$ cat src/rtl/pgwc_pkg.sv
`timescale 1ns / 1ps
`default_nettype none

package pgwc_pkg;

    localparam int NUM_AREAS    = 2;
    localparam int AREAS_USED   = (NUM_AREAS < 2) ? NUM_AREAS : 2;
    localparam int CORDIC_STEPS = 16;
    localparam int TAB_LEN      = 20;
    localparam int TAB_W        = $clog2(TAB_LEN);
    localparam int STEP_W       = $clog2(CORDIC_STEPS);

    localparam int ARENA_X   = 30000;
    localparam int ARENA_Y   = 20000;
    localparam int GIMBAL_K  = 100000;

    localparam int CW    = 36;  // CORDIC datapath
    localparam int MA_W  = 35;  // multiplier operand a
    localparam int MB_W  = 18;  // multiplier operand b
    localparam int MP_W  = MA_W + MB_W;
    localparam int ANG_W = 16;
    localparam int TOL_W = 15;

    localparam logic [ANG_W-1:0] ANG_HALF = 16'h8000;

    localparam logic [ANG_W-1:0] ATAN_TAB [TAB_LEN] = '{
        16'd8192, 16'd4836, 16'd2555, 16'd1297, 16'd651, 16'd326, 16'd163, 16'd81,
        16'd41, 16'd20, 16'd10, 16'd5, 16'd3, 16'd1, 16'd1, 16'd0,
        16'd0, 16'd0, 16'd0, 16'd0
    };

    localparam int CFG_W  = 3;
    localparam int CFG_DW = 64;

    localparam logic [CFG_W-1:0] CFG_XY_NOM   = 3'd0;
    localparam logic [CFG_W-1:0] CFG_YAW_NOM  = 3'd1;
    localparam logic [CFG_W-1:0] CFG_XY_ACC   = 3'd2;
    localparam logic [CFG_W-1:0] CFG_YAW_ACC  = 3'd3;
    localparam logic [CFG_W-1:0] CFG_STATEFUL = 3'd4;
    localparam logic [CFG_W-1:0] CFG_MARGIN   = 3'd5;
    localparam logic [CFG_W-1:0] CFG_BOX0     = 3'd6;
    localparam logic [CFG_W-1:0] CFG_BOX1     = 3'd7;

    typedef struct packed {
        logic               opcode;
        logic signed [15:0] query_x;
        logic signed [15:0] query_y;
        logic signed [15:0] goal_x;
        logic signed [15:0] goal_y;
        logic [63:0]        query_quat;
        logic [63:0]        goal_quat;
    } t_in;

    typedef struct packed {
        logic reached;
        logic accurate_mode;
        logic position_passed;
    } t_out;

    typedef struct packed {
        logic               start;
        logic signed [CW-1:0] y;
        logic signed [CW-1:0] x;
    } t_cordic_req;

    typedef struct packed {
        logic             busy;
        logic [ANG_W-1:0] angle;
    } t_cordic_rsp;

endpackage

`default_nettype wire

$ cat src/rtl/pgwc_cordic.sv
`timescale 1ns / 1ps
`default_nettype none

module pgwc_cordic (
    input  logic                  i_clk,
    input  logic                  i_rst_n,
    input  pgwc_pkg::t_cordic_req i_req,
    output pgwc_pkg::t_cordic_rsp o_rsp
);
    import pgwc_pkg::*;

    localparam logic [STEP_W-1:0] STEP_LAST = STEP_W'(CORDIC_STEPS - 1);

    logic                 r_busy;
    logic [STEP_W-1:0]    r_step;
    logic signed [CW-1:0] r_x;
    logic signed [CW-1:0] r_y;
    logic [ANG_W-1:0]     r_ang;
    logic                 r_zero;
    logic signed [CW-1:0] sh_x;
    logic signed [CW-1:0] sh_y;
    logic [ANG_W-1:0]     tab_val;

    assign sh_x    = r_x >>> r_step;
    assign sh_y    = r_y >>> r_step;
    assign tab_val = ATAN_TAB[TAB_W'(r_step)];

    always_ff @(posedge i_clk) begin
        if (!i_rst_n) begin
            r_busy <= 1'b0;
            r_step <= '0;
        end else if (i_req.start) begin
            r_busy <= 1'b1;
            r_step <= '0;
        end else if (r_busy) begin
            if (r_step == STEP_LAST) begin
                r_busy <= 1'b0;
            end
            r_step <= r_step + 1'b1;
        end
    end

    always_ff @(posedge i_clk) begin
        if (i_req.start) begin
            r_zero <= (i_req.x == '0) && (i_req.y == '0);
            if (i_req.x < 0) begin
                r_x   <= -i_req.x;
                r_y   <= -i_req.y;
                r_ang <= ANG_HALF;
            end else begin
                r_x   <= i_req.x;
                r_y   <= i_req.y;
                r_ang <= '0;
            end
        end else if (r_busy) begin
            if (r_y > 0) begin
                r_x   <= r_x + sh_y;
                r_y   <= r_y - sh_x;
                r_ang <= r_ang + tab_val;
            end else begin
                r_x   <= r_x - sh_y;
                r_y   <= r_y + sh_x;
                r_ang <= r_ang - tab_val;
            end
        end
    end

    assign o_rsp.busy  = r_busy;
    assign o_rsp.angle = r_zero ? '0 : r_ang;

endmodule

`default_nettype wire

$ cat config.mk
export PLATFORM = sky130hd
export DESIGN_NAME = pgwc_cordic
export DESIGN_NICKNAME = d
export VERILOG_FILES = /design/src/rtl/pgwc_pkg.sv /design/src/rtl/pgwc_cordic.sv
export SDC_FILE = /design/constraint.sdc
export NUM_CORES = 1
export LEC_CHECK = 0
export ABC_AREA = 1
export BUFFER_PORTS_ARGS = -buffer_cell sky130_fd_sc_hd__buf_4
export CAP_MARGIN = 30
export CORE_MARGIN = 2
export CORE_UTILIZATION = 55
export DETAILED_ROUTE_END_ITERATION = 8
export PLACE_DENSITY = 0.8
export SLEW_MARGIN = 5
export SYNTH_ARGS = -nofsm -noshare
export SYNTH_HDL_FRONTEND = slang
export SYNTH_SLANG_ARGS = --single-unit
$ cat constraint.sdc
create_clock -name i_clk -period 3.9 [get_ports i_clk]
set_input_delay 0.78 -clock i_clk [delete_from_list [all_inputs] [get_ports i_clk]]
set_output_delay 0.78 -clock i_clk [all_outputs]
set_load 0.02 [all_outputs]
==> flow_metrics.env, run 1 <==
export IMPL_worst_endpoint="r_y[35]$_DFFE_PP_/D"
export IMPL_cts_sinks=94
export IMPL_num_io_pins=92
export IMPL_syn_area_um2=16300
export IMPL_lastStage="global routing (5_1_grt)"
export IMPL_cts_inserted_buffers=9
export IMPL_synth_xor_area_share_pct=5.06
export IMPL_synth_cell_types=55
export IMPL_syn_avg_cell_area_um2=5.87
export IMPL_cts_root_buffer="clkbuf_16"
export IMPL_synth_yosys_seq_area_share_pct=17.0
export IMPL_initial_core_util_pct=56.2
export IMPL_yosysTopAreaCellShare_pct=17.4
export IMPL_synth_mux_area_fraction_pct=0.0615
export IMPL_syn_inst=2770
export IMPL_synth_compound_area_share_pct=17.6
export IMPL_yosysTopAreaCell="nand2_1"
export IMPL_yosysWarnings=0
export IMPL_std_cell_rows=62
export IMPL_cts_buffer_depth=2
export IMPL_worst_path_end_type="sequential cell input"
export IMPL_ys_ff_latch=94
export IMPL_syn_nets=2944
export IMPL_synth_edff_count=89
export IMPL_synth_top_family_by_area="simple AND/OR/NAND/NOR gates"
export IMPL_synth_fa_ha_area_share_pct=7.75
export IMPL_die_x_um=176
export IMPL_async_reset_ff_share_pct=0
export IMPL_synth_simple_gate_area_share_pct=43.1
export IMPL_status="did not finish"
export IMPL_track_usage_pct=81.4
export IMPL_ctsHtreeMaxLevel=3
export IMPL_hpwl_um=56900
export IMPL_error_line="[ERROR GRT-0232] Routing congestion too high. Check the congestion heatmap in the GUI."
export IMPL_gp_congestion=1.10
export IMPL_synth_top_flop_cell="edfxtp_1"
export IMPL_die_y_um=176
export IMPL_grt_start_max_net_pins=51
export IMPL_grt_overflow_total=12
export IMPL_io_buffer_count=91
export IMPL_placed_area_um2=21300
export IMPL_synth_area_top_cells="nand2_1 17%, edfxtp_1 16%, nand3_1 13%"
export IMPL_hold_buffers=0
## metal layers
| metal | global-route usage [%] | GRT overflow |
|---|---|---|
| met5 | 50.8 | 0 |
| met4 | 75.4 | 5 |
| met3 | 72.1 | 0 |
| met2 | 94.0 | 7 |
| met1 | 81.9 | 0 |
## cell usage after synthesis, types with 36 or more instances
| cell | n |
|---|---|
| buf_2 | 36 |
| nor2_1 | 294 |
| nand3_1 | 411 |
| nand2_1 | 753 |
| o21ai_0 | 181 |
| ha_1 | 96 |
| xnor2_1 | 37 |
| a21oi_1 | 195 |
| edfxtp_1 | 89 |
| clkbuf_1 | 38 |
| inv_1 | 240 |
| xor2_1 | 57 |
| nor3_1 | 39 |
## logic make-up after synthesis
group | Yosys count
AND/OR/NAND/NOR | 1612
flip-flops | 94
buffers and inverters | 358
XOR/XNOR | 94
multiplexers | 1
adder cells (fa/ha/maj) | 99
AO/OA/AOI/OAI | 512
## stage by stage
step / cells / hold slack, ns / worst slack, ns
detailed placement: 3713 / 0.479 / -0.822
CTS: 3780 / 0.491 / -0.387
global placement: 3713 / 0.474 / -0.794
floorplan: 2770 / 0.443 / 0.0459
## repair_timing
action | in CTS
buffers inserted | 48
setup endpoints to repair | 62
gates resized for setup | 372
cloned | 3
pin swaps | 79
==> run 2: changes to the inputs <==
--- a/config.mk
+++ b/config.mk
@@ -9,9 +9,9 @@
 export BUFFER_PORTS_ARGS = -buffer_cell sky130_fd_sc_hd__buf_4
 export CAP_MARGIN = 30
 export CORE_MARGIN = 2
-export CORE_UTILIZATION = 55
+export CORE_UTILIZATION = 40
 export DETAILED_ROUTE_END_ITERATION = 8
-export PLACE_DENSITY = 0.8
+export PLACE_DENSITY_LB_ADDON = 0.15
 export SLEW_MARGIN = 5
 export SYNTH_ARGS = -nofsm -noshare
 export SYNTH_HDL_FRONTEND = slang
==> constraint.sdc (replaced) <==
create_clock -name i_clk -period 5.07 [get_ports i_clk]
set_input_delay 1.014 -clock i_clk [delete_from_list [all_inputs] [get_ports i_clk]]
set_output_delay 1.014 -clock i_clk [all_outputs]
set_load 0.02 [all_outputs]
==> run 2 against run 1 <==
- synthesized cell count did not move
- synthesized area is the same
- the flow now finishes without violations
==> flow_metrics.env, run 2 <==
export IMPL_num_io_pins=92
export IMPL_antenna_left=0
export IMPL_areaGrowthSynthToFinish_pct=11.0
export IMPL_whs_ns=0.500
export IMPL_ctsHtreeMaxLevel=3
export IMPL_fin_nets=3008
export IMPL_finalSetupTns_ns=0
export IMPL_synth_yosys_seq_area_share_pct=17.0
export IMPL_synth_edff_count=89
export IMPL_cts_root_buffer="clkbuf_16"
export IMPL_yosysWarnings=0
export IMPL_yosysMostFrequentCell="nand2_1"
export IMPL_holdCritStartpoint="r_busy"
export IMPL_syn_nets=2944
export IMPL_fin_cells=3363
export IMPL_syn_area_um2=16300
export IMPL_drtIter0Drc=2246
export IMPL_tightest_slew_ns=0.937
export IMPL_syn_avg_cell_area_um2=5.87
export IMPL_yosysTopAreaCell="nand2_1"
export IMPL_clk_pin_slew_worst_paths_ns=0.07
export IMPL_ys_top_cells_by_count="753 x nand2_1, 411 x nand3_1, 294 x nor2_1"
export IMPL_cts_sinks=94
export IMPL_wl_per_cell_um=20.6
export IMPL_die_y_um=206
export IMPL_required_ns=5.20
export IMPL_dp_cells=3347
export IMPL_grt_setup_unrepaired="no"
export IMPL_core_area_um2=39900
export IMPL_cp_startpoint="r_step[2]"
export IMPL_track_usage_pct=32.9
export IMPL_reg_largest_list="r_x: 36 flops, r_y: 36 flops, r_ang: 16 flops"
export IMPL_final_hold_viol_count=0
export IMPL_powerDensity_nw_per_um2=832
export IMPL_firstDrtPassIters=6
export IMPL_drv_slew=0
export IMPL_critPathKind="reg2reg"
export IMPL_final_common_cell="nand2_1"
export IMPL_hold_buffers=0
export IMPL_viasPerCell=5.72
export IMPL_ff2ff_path_depth=24
export IMPL_hpwl_um=56700
export IMPL_grt_overflow_total=0
export IMPL_fin_worst_skew_ns=0.0124
export IMPL_die_x_um=206
export IMPL_r2r_start="r_step[2]"
export IMPL_insertion_delay_ns=0.40
export IMPL_hold_class="reg2reg"
export IMPL_routed_wl_um=69300
export IMPL_cts_tree="yes"
export IMPL_grt_pass1_wl_um=105000
export IMPL_antenna_cells=0
export IMPL_async_reset_ff_share_pct=0
export IMPL_status="finished, final reports clean"
export IMPL_num_vias=19300
export IMPL_synth_cell_types=55
export IMPL_path_max_fanout=8
export IMPL_cp_end_kind="flip-flop"
export IMPL_min_period_ns=4.83
export IMPL_final_cell_mix="751 x nand2_1, 411 x nand3_1, 294 x nor2_1, 239 x inv_1, 193 x a21oi_1"
export IMPL_cts_inserted_buffers=9
export IMPL_final_layout_size_suffix_gt1_share_pct=9.51
export IMPL_gp_congestion=0.995
export IMPL_initial_core_util_pct=40.8
export IMPL_cts_resized=0
export IMPL_route_detailed_drc=0
export IMPL_cts_buffer_depth=2
export IMPL_drv_cap=0
export IMPL_post_cts_buffers=0
export IMPL_worst_r2r_setup_slack_ns=0.24
export IMPL_power_leakage_nw=8.25
export IMPL_reg2reg_to="r_x[29]"
export IMPL_start_kind="flip-flop"
export IMPL_grt_start_max_net_pins=88
export IMPL_io_buffer_count=91
export IMPL_peakVddDrop_v=0.000301
export IMPL_yosysTopAreaCellShare_pct=17.4
export IMPL_ys_ff_latch=94
export IMPL_fmax_mhz=207
export IMPL_crit_path_end="r_x[29]"
export IMPL_syn_inst=2770
export IMPL_antenna_found_initial=0
export IMPL_maxSlewHeadroom_pct=36.9
export IMPL_finalSetupViolCount=0
export IMPL_std_cell_rows=73
export IMPL_worstPathArrival_ns=4.95
export IMPL_die_area_um2=42300
export IMPL_first_global_vias=17800
export IMPL_fin_crit_sh_pct=95.2
export IMPL_synth_area_top_cells="nand2_1 17%, edfxtp_1 16%, nand3_1 13%"
export IMPL_synth_top_flop_cell="edfxtp_1"
==> run 2: how the worst min path moves through the flow <==
stage / end / cells after the start / slack, ns
global route: r_step[2] / 1 / 0.55
global placement: r_step[2] / 1 / 0.48
detailed placement: r_step[2] / 1 / 0.48
floorplan: r_step[2] / 1 / 0.44
finish: r_step[2] / 1 / 0.50
CTS: r_step[2] / 1 / 0.50
==> run 2: per-layer routing <==
metal  track usage [%]  part of all wire (%)  up-vias
met2              48.5                    41      756
li1                  -                     -     9527
met3              7.30                   8.4       77
met4              9.17                   2.5        0
met5                 0                     0        -
met1              47.7                    48     8893
==> run 2: critical path, stage by stage (launching register included) <==
cell and delay [ns]:
dfxtp_2 0.40, nor2_1 0.50, o211ai_1 0.18, nand3_1 0.13, inv_1 0.06, o21ai_2 0.19
inv_1 0.08, ha_1 0.22, nand3_2 0.10, nor2_2 0.06, nand2_1 0.11, nor2_2 0.05
nand2_1 0.10, nand2_1 0.08, xnor2_1 0.28, ha_1 0.36, a21oi_1 0.24, o21ai_0 0.22
a21oi_1 0.19, nand3_1 0.26, a21oi_2 0.31, o21ai_0 0.14, xor2_1 0.16, nand2_1 0.06
o21ai_0 0.09
==> run 2: report_power, final <==
group	internal, W	switching [W]	total [W]
Sequential	0.00145	0.000707	0.00216
Clock	0.000377	0.000350	0.000727
Combinational	0.00413	0.00799	0.0121
==> run 2: cell type report <==
| class | count | area, µm² |
|---|---|---|
| Fill cell | 4352 | 21900 |
| Multi-Input combinational cell | 2318 | 12000 |
| Sequential cell | 94 | 2780 |
| Timing Repair Buffer | 159 | 1350 |
| Inverter | 252 | 952 |
| Tap cell | 525 | 657 |
| Clock buffer | 10 | 229 |
| Clock inverter | 5 | 51.3 |
==> run 2: logic make-up (layout without fill, tap and decap cells) <==
group	count (synthesis)	count (layout)	synth area share (%)
flip-flops	94	94	17.0
adder cells (fa/ha/maj)	99	99	7.75
AND/OR/NAND/NOR	1612	1612	43.1
buffers and inverters	358	426	9.43
XOR/XNOR	94	94	5.06
multiplexers	1	1	0.0615
AO/OA/AOI/OAI	512	512	17.6
==> run 2: stage by stage <==
| step | total power, W | area, µm² | util (%) | worst slack, ns |
|---|---|---|---|---|
| 6_report | 0.0150 | 18000 | 45.2 | 0.243 |
| 5_1_grt | 0.0164 | 18000 | 45.2 | 0.00245 |
| 4_1_cts | 0.0146 | 18000 | 45.0 | 0.295 |
| 3_5_place_dp | 0.0138 | 17700 | 44.3 | 0.318 |
| 3_3_place_gp | 0.0139 | 17700 | 44.3 | 0.278 |
| 2_1_floorplan | 0.00993 | 16300 | - | 1.22 |
Power figures use the tool's default switching activity.
==> run 3: changes to the inputs <==
--- a/config.mk
+++ b/config.mk
@@ -10,8 +10,10 @@
 export CAP_MARGIN = 30
 export CORE_MARGIN = 2
 export CORE_UTILIZATION = 40
+export CTS_CLUSTER_SIZE = 20
 export DETAILED_ROUTE_END_ITERATION = 8
 export PLACE_DENSITY_LB_ADDON = 0.15
+export RECOVER_POWER = 25
 export SLEW_MARGIN = 5
 export SYNTH_ARGS = -nofsm -noshare
 export SYNTH_HDL_FRONTEND = slang
==> run 3 against run 2 <==
- the run now ends with max-capacitance violations, max-slew violations left
- sequential cell count stayed put
- largest power group unchanged
- maximum frequency is 0.28% lower
- hold slack better by 0.0064 ns
- highest routed layer unchanged
==> flow_metrics.env, run 3 (same netlist as run 2, synthesis figures left out) <==
export IMPL_status="finished, violations left"
export IMPL_violations="max-capacitance violations, max-slew violations"
export IMPL_ctsHtreeMaxLevel=3
export IMPL_grt_busiest_layer="met2"
export IMPL_net_switching_power_w=0.00904
export IMPL_cts_inserted_buffers=9
export IMPL_final_hold_viol_count=0
export IMPL_grt_overflow_total=0
export IMPL_hpwl_um=56700
export IMPL_final_common_cell="nand2_1"
export IMPL_totalPowerFinal_w=0.0150
export IMPL_final_layout_size_suffix_gt1_share_pct=9.37
export IMPL_path_buf_inv=3
export IMPL_post_cts_buffers=0
export IMPL_fin_nets=3008
export IMPL_tightest_slew_ns=2.09
export IMPL_fin_cells=3363
export IMPL_drv_slew=77
export IMPL_hold_class="reg2reg"
export IMPL_cp_startpoint="r_step[0]"
export IMPL_finalSetupViolCount=0
export IMPL_powerDensity_nw_per_um2=832
export IMPL_placed_area_um2=17700
export IMPL_required_ns=5.20
export IMPL_holdCritStartpoint="r_busy"
export IMPL_first_global_vias=17800
export IMPL_die_area_um2=42300
export IMPL_power_leakage_nw=8.24
export IMPL_cpPeakStageDelay_ns=0.39
export IMPL_critical_path_depth=27
export IMPL_dp_cells=3347
export IMPL_peakVddDrop_v=0.000298
export IMPL_drv_cap=2
export IMPL_path_max_fanout=32
export IMPL_start_kind="flip-flop"
export IMPL_firstDrtPassIters=6
export IMPL_antenna_found_initial=0
export IMPL_met2_usage_pct=48.5
export IMPL_stdcell_area_um2=18000
export IMPL_r2r_start="r_step[0]"
export IMPL_hold_buffers=0
export IMPL_grt_start_max_net_pins=88
export IMPL_antenna_left=0
export IMPL_drtIter0Drc=2138
export IMPL_clk_pin_slew_worst_paths_ns=0.07
export IMPL_cts_root_buffer="clkbuf_16"
export IMPL_reg_largest_list="r_x: 36 flops, r_y: 36 flops, r_ang: 16 flops"
export IMPL_fin_util_pct=45.2
export IMPL_nFillCells=4355
export IMPL_reg2reg_to="r_x[29]"
export IMPL_insertion_delay_ns=0.40
export IMPL_fin_worst_skew_ns=0.0119
export IMPL_power_frac_clock_pct=4.8
export IMPL_netSwitchingFraction_pct=60.3
export IMPL_io_buffer_count=91
export IMPL_worstPathArrival_ns=4.97
export IMPL_finalSetupTns_ns=0
export IMPL_crit_top_cell="nand2_1"
export IMPL_areaGrowthSynthToFinish_pct=10.9
export IMPL_cts_sinks=94
export IMPL_cts_resized=0
export IMPL_cp_slowest_cell="dfxtp_2"
export IMPL_wl_per_cell_um=20.6
export IMPL_min_period_ns=4.84
export IMPL_crit_family="compound AO/OA/AOI/OAI gates"
export IMPL_cts_tree="yes"
export IMPL_crit_path_end="r_x[29]"
export IMPL_grt_pass1_wl_um=105000
export IMPL_cts_buffer_depth=2
export IMPL_worst_r2r_setup_slack_ns=0.23
export IMPL_num_vias=19300
export IMPL_maxSlewHeadroom_pct=-39.2
export IMPL_critPathKind="reg2reg"
export IMPL_share_comb_of_total_power_pct=80.8
export IMPL_fin_crit_sh_pct=95.5
export IMPL_die_x_um=206
export IMPL_met1_usage_pct=47.7
export IMPL_die_y_um=206
export IMPL_route_detailed_drc=0
export IMPL_ff2ff_path_depth=27
export IMPL_seqPwrFrac_pct=14.4
export IMPL_cp_end_kind="flip-flop"
export IMPL_std_cell_rows=73
export IMPL_track_usage_pct=32.9
export IMPL_initial_core_util_pct=40.8
export IMPL_fmax_mhz=207
export IMPL_met3_usage_pct=7.30
export IMPL_routed_wl_um=69300
export IMPL_viasPerCell=5.73
export IMPL_gp_congestion=0.995
export IMPL_grt_setup_unrepaired="no"
export IMPL_intPower_w=0.00596
export IMPL_core_area_um2=39900
export IMPL_antenna_cells=0
export IMPL_final_cell_mix="752 x nand2_1, 411 x nand3_1, 294 x nor2_1, 240 x inv_1, 193 x a21oi_1"
export IMPL_num_io_pins=92
run 3: cell count changes in the layout (fill, tap and decap cells not counted), sizes merged:
| cell | delta |
|---|---|
| clkbuf | +2 |
| buf | -2 |
run 3: final cells by class:
type / count / area, µm² / share of cell area [%]
multi-input combinational: 2318 / 12000 / 66.7
sequential: 94 / 2780 / 15.4
timing repair buffer: 159 / 1340 / 7.43
inverter: 252 / 952 / 5.28
tap: 525 / 657 / 3.64
clock buffer: 10 / 229 / 1.27
clock inverter: 5 / 51.3 / 0.284
run 3: power by group through the flow:
stage	combinational (W)	sequential [W]	clock [W]
floorplan	0.00824	0.00169	0
global placement	0.0117	0.00215	0
detailed placement	0.0117	0.00214	0
CTS	0.0118	0.00212	0.000744
global route	0.0135	0.00217	0.000768
finish	0.0121	0.00216	0.000727
run 3: how the worst min path moves through the flow:
stage / slack [ns] / cells past startpoint / to
after floorplan: 0.44 / 1 / r_step[2]
after global placement: 0.48 / 1 / r_step[2]
after detailed placement: 0.48 / 1 / r_step[2]
after CTS: 0.50 / 1 / r_step[2]
after global routing: 0.55 / 1 / r_step[2]
final: 0.51 / 1 / r_step[2]
run 3: layer usage:
metal  wire, µm  vias up
li1           -     9520
met5          0        -
met2      28600      744
met3       5900       86
met4       1770        0
met1      33100     8925
run 3: through the flow:
stage               hold slack (ns)  setup slack, ns
global placement              0.479            0.278
detailed placement            0.484            0.318
finish                        0.506            0.230
global route                  0.547          0.00250
floorplan                     0.443             1.22
CTS                           0.499            0.295
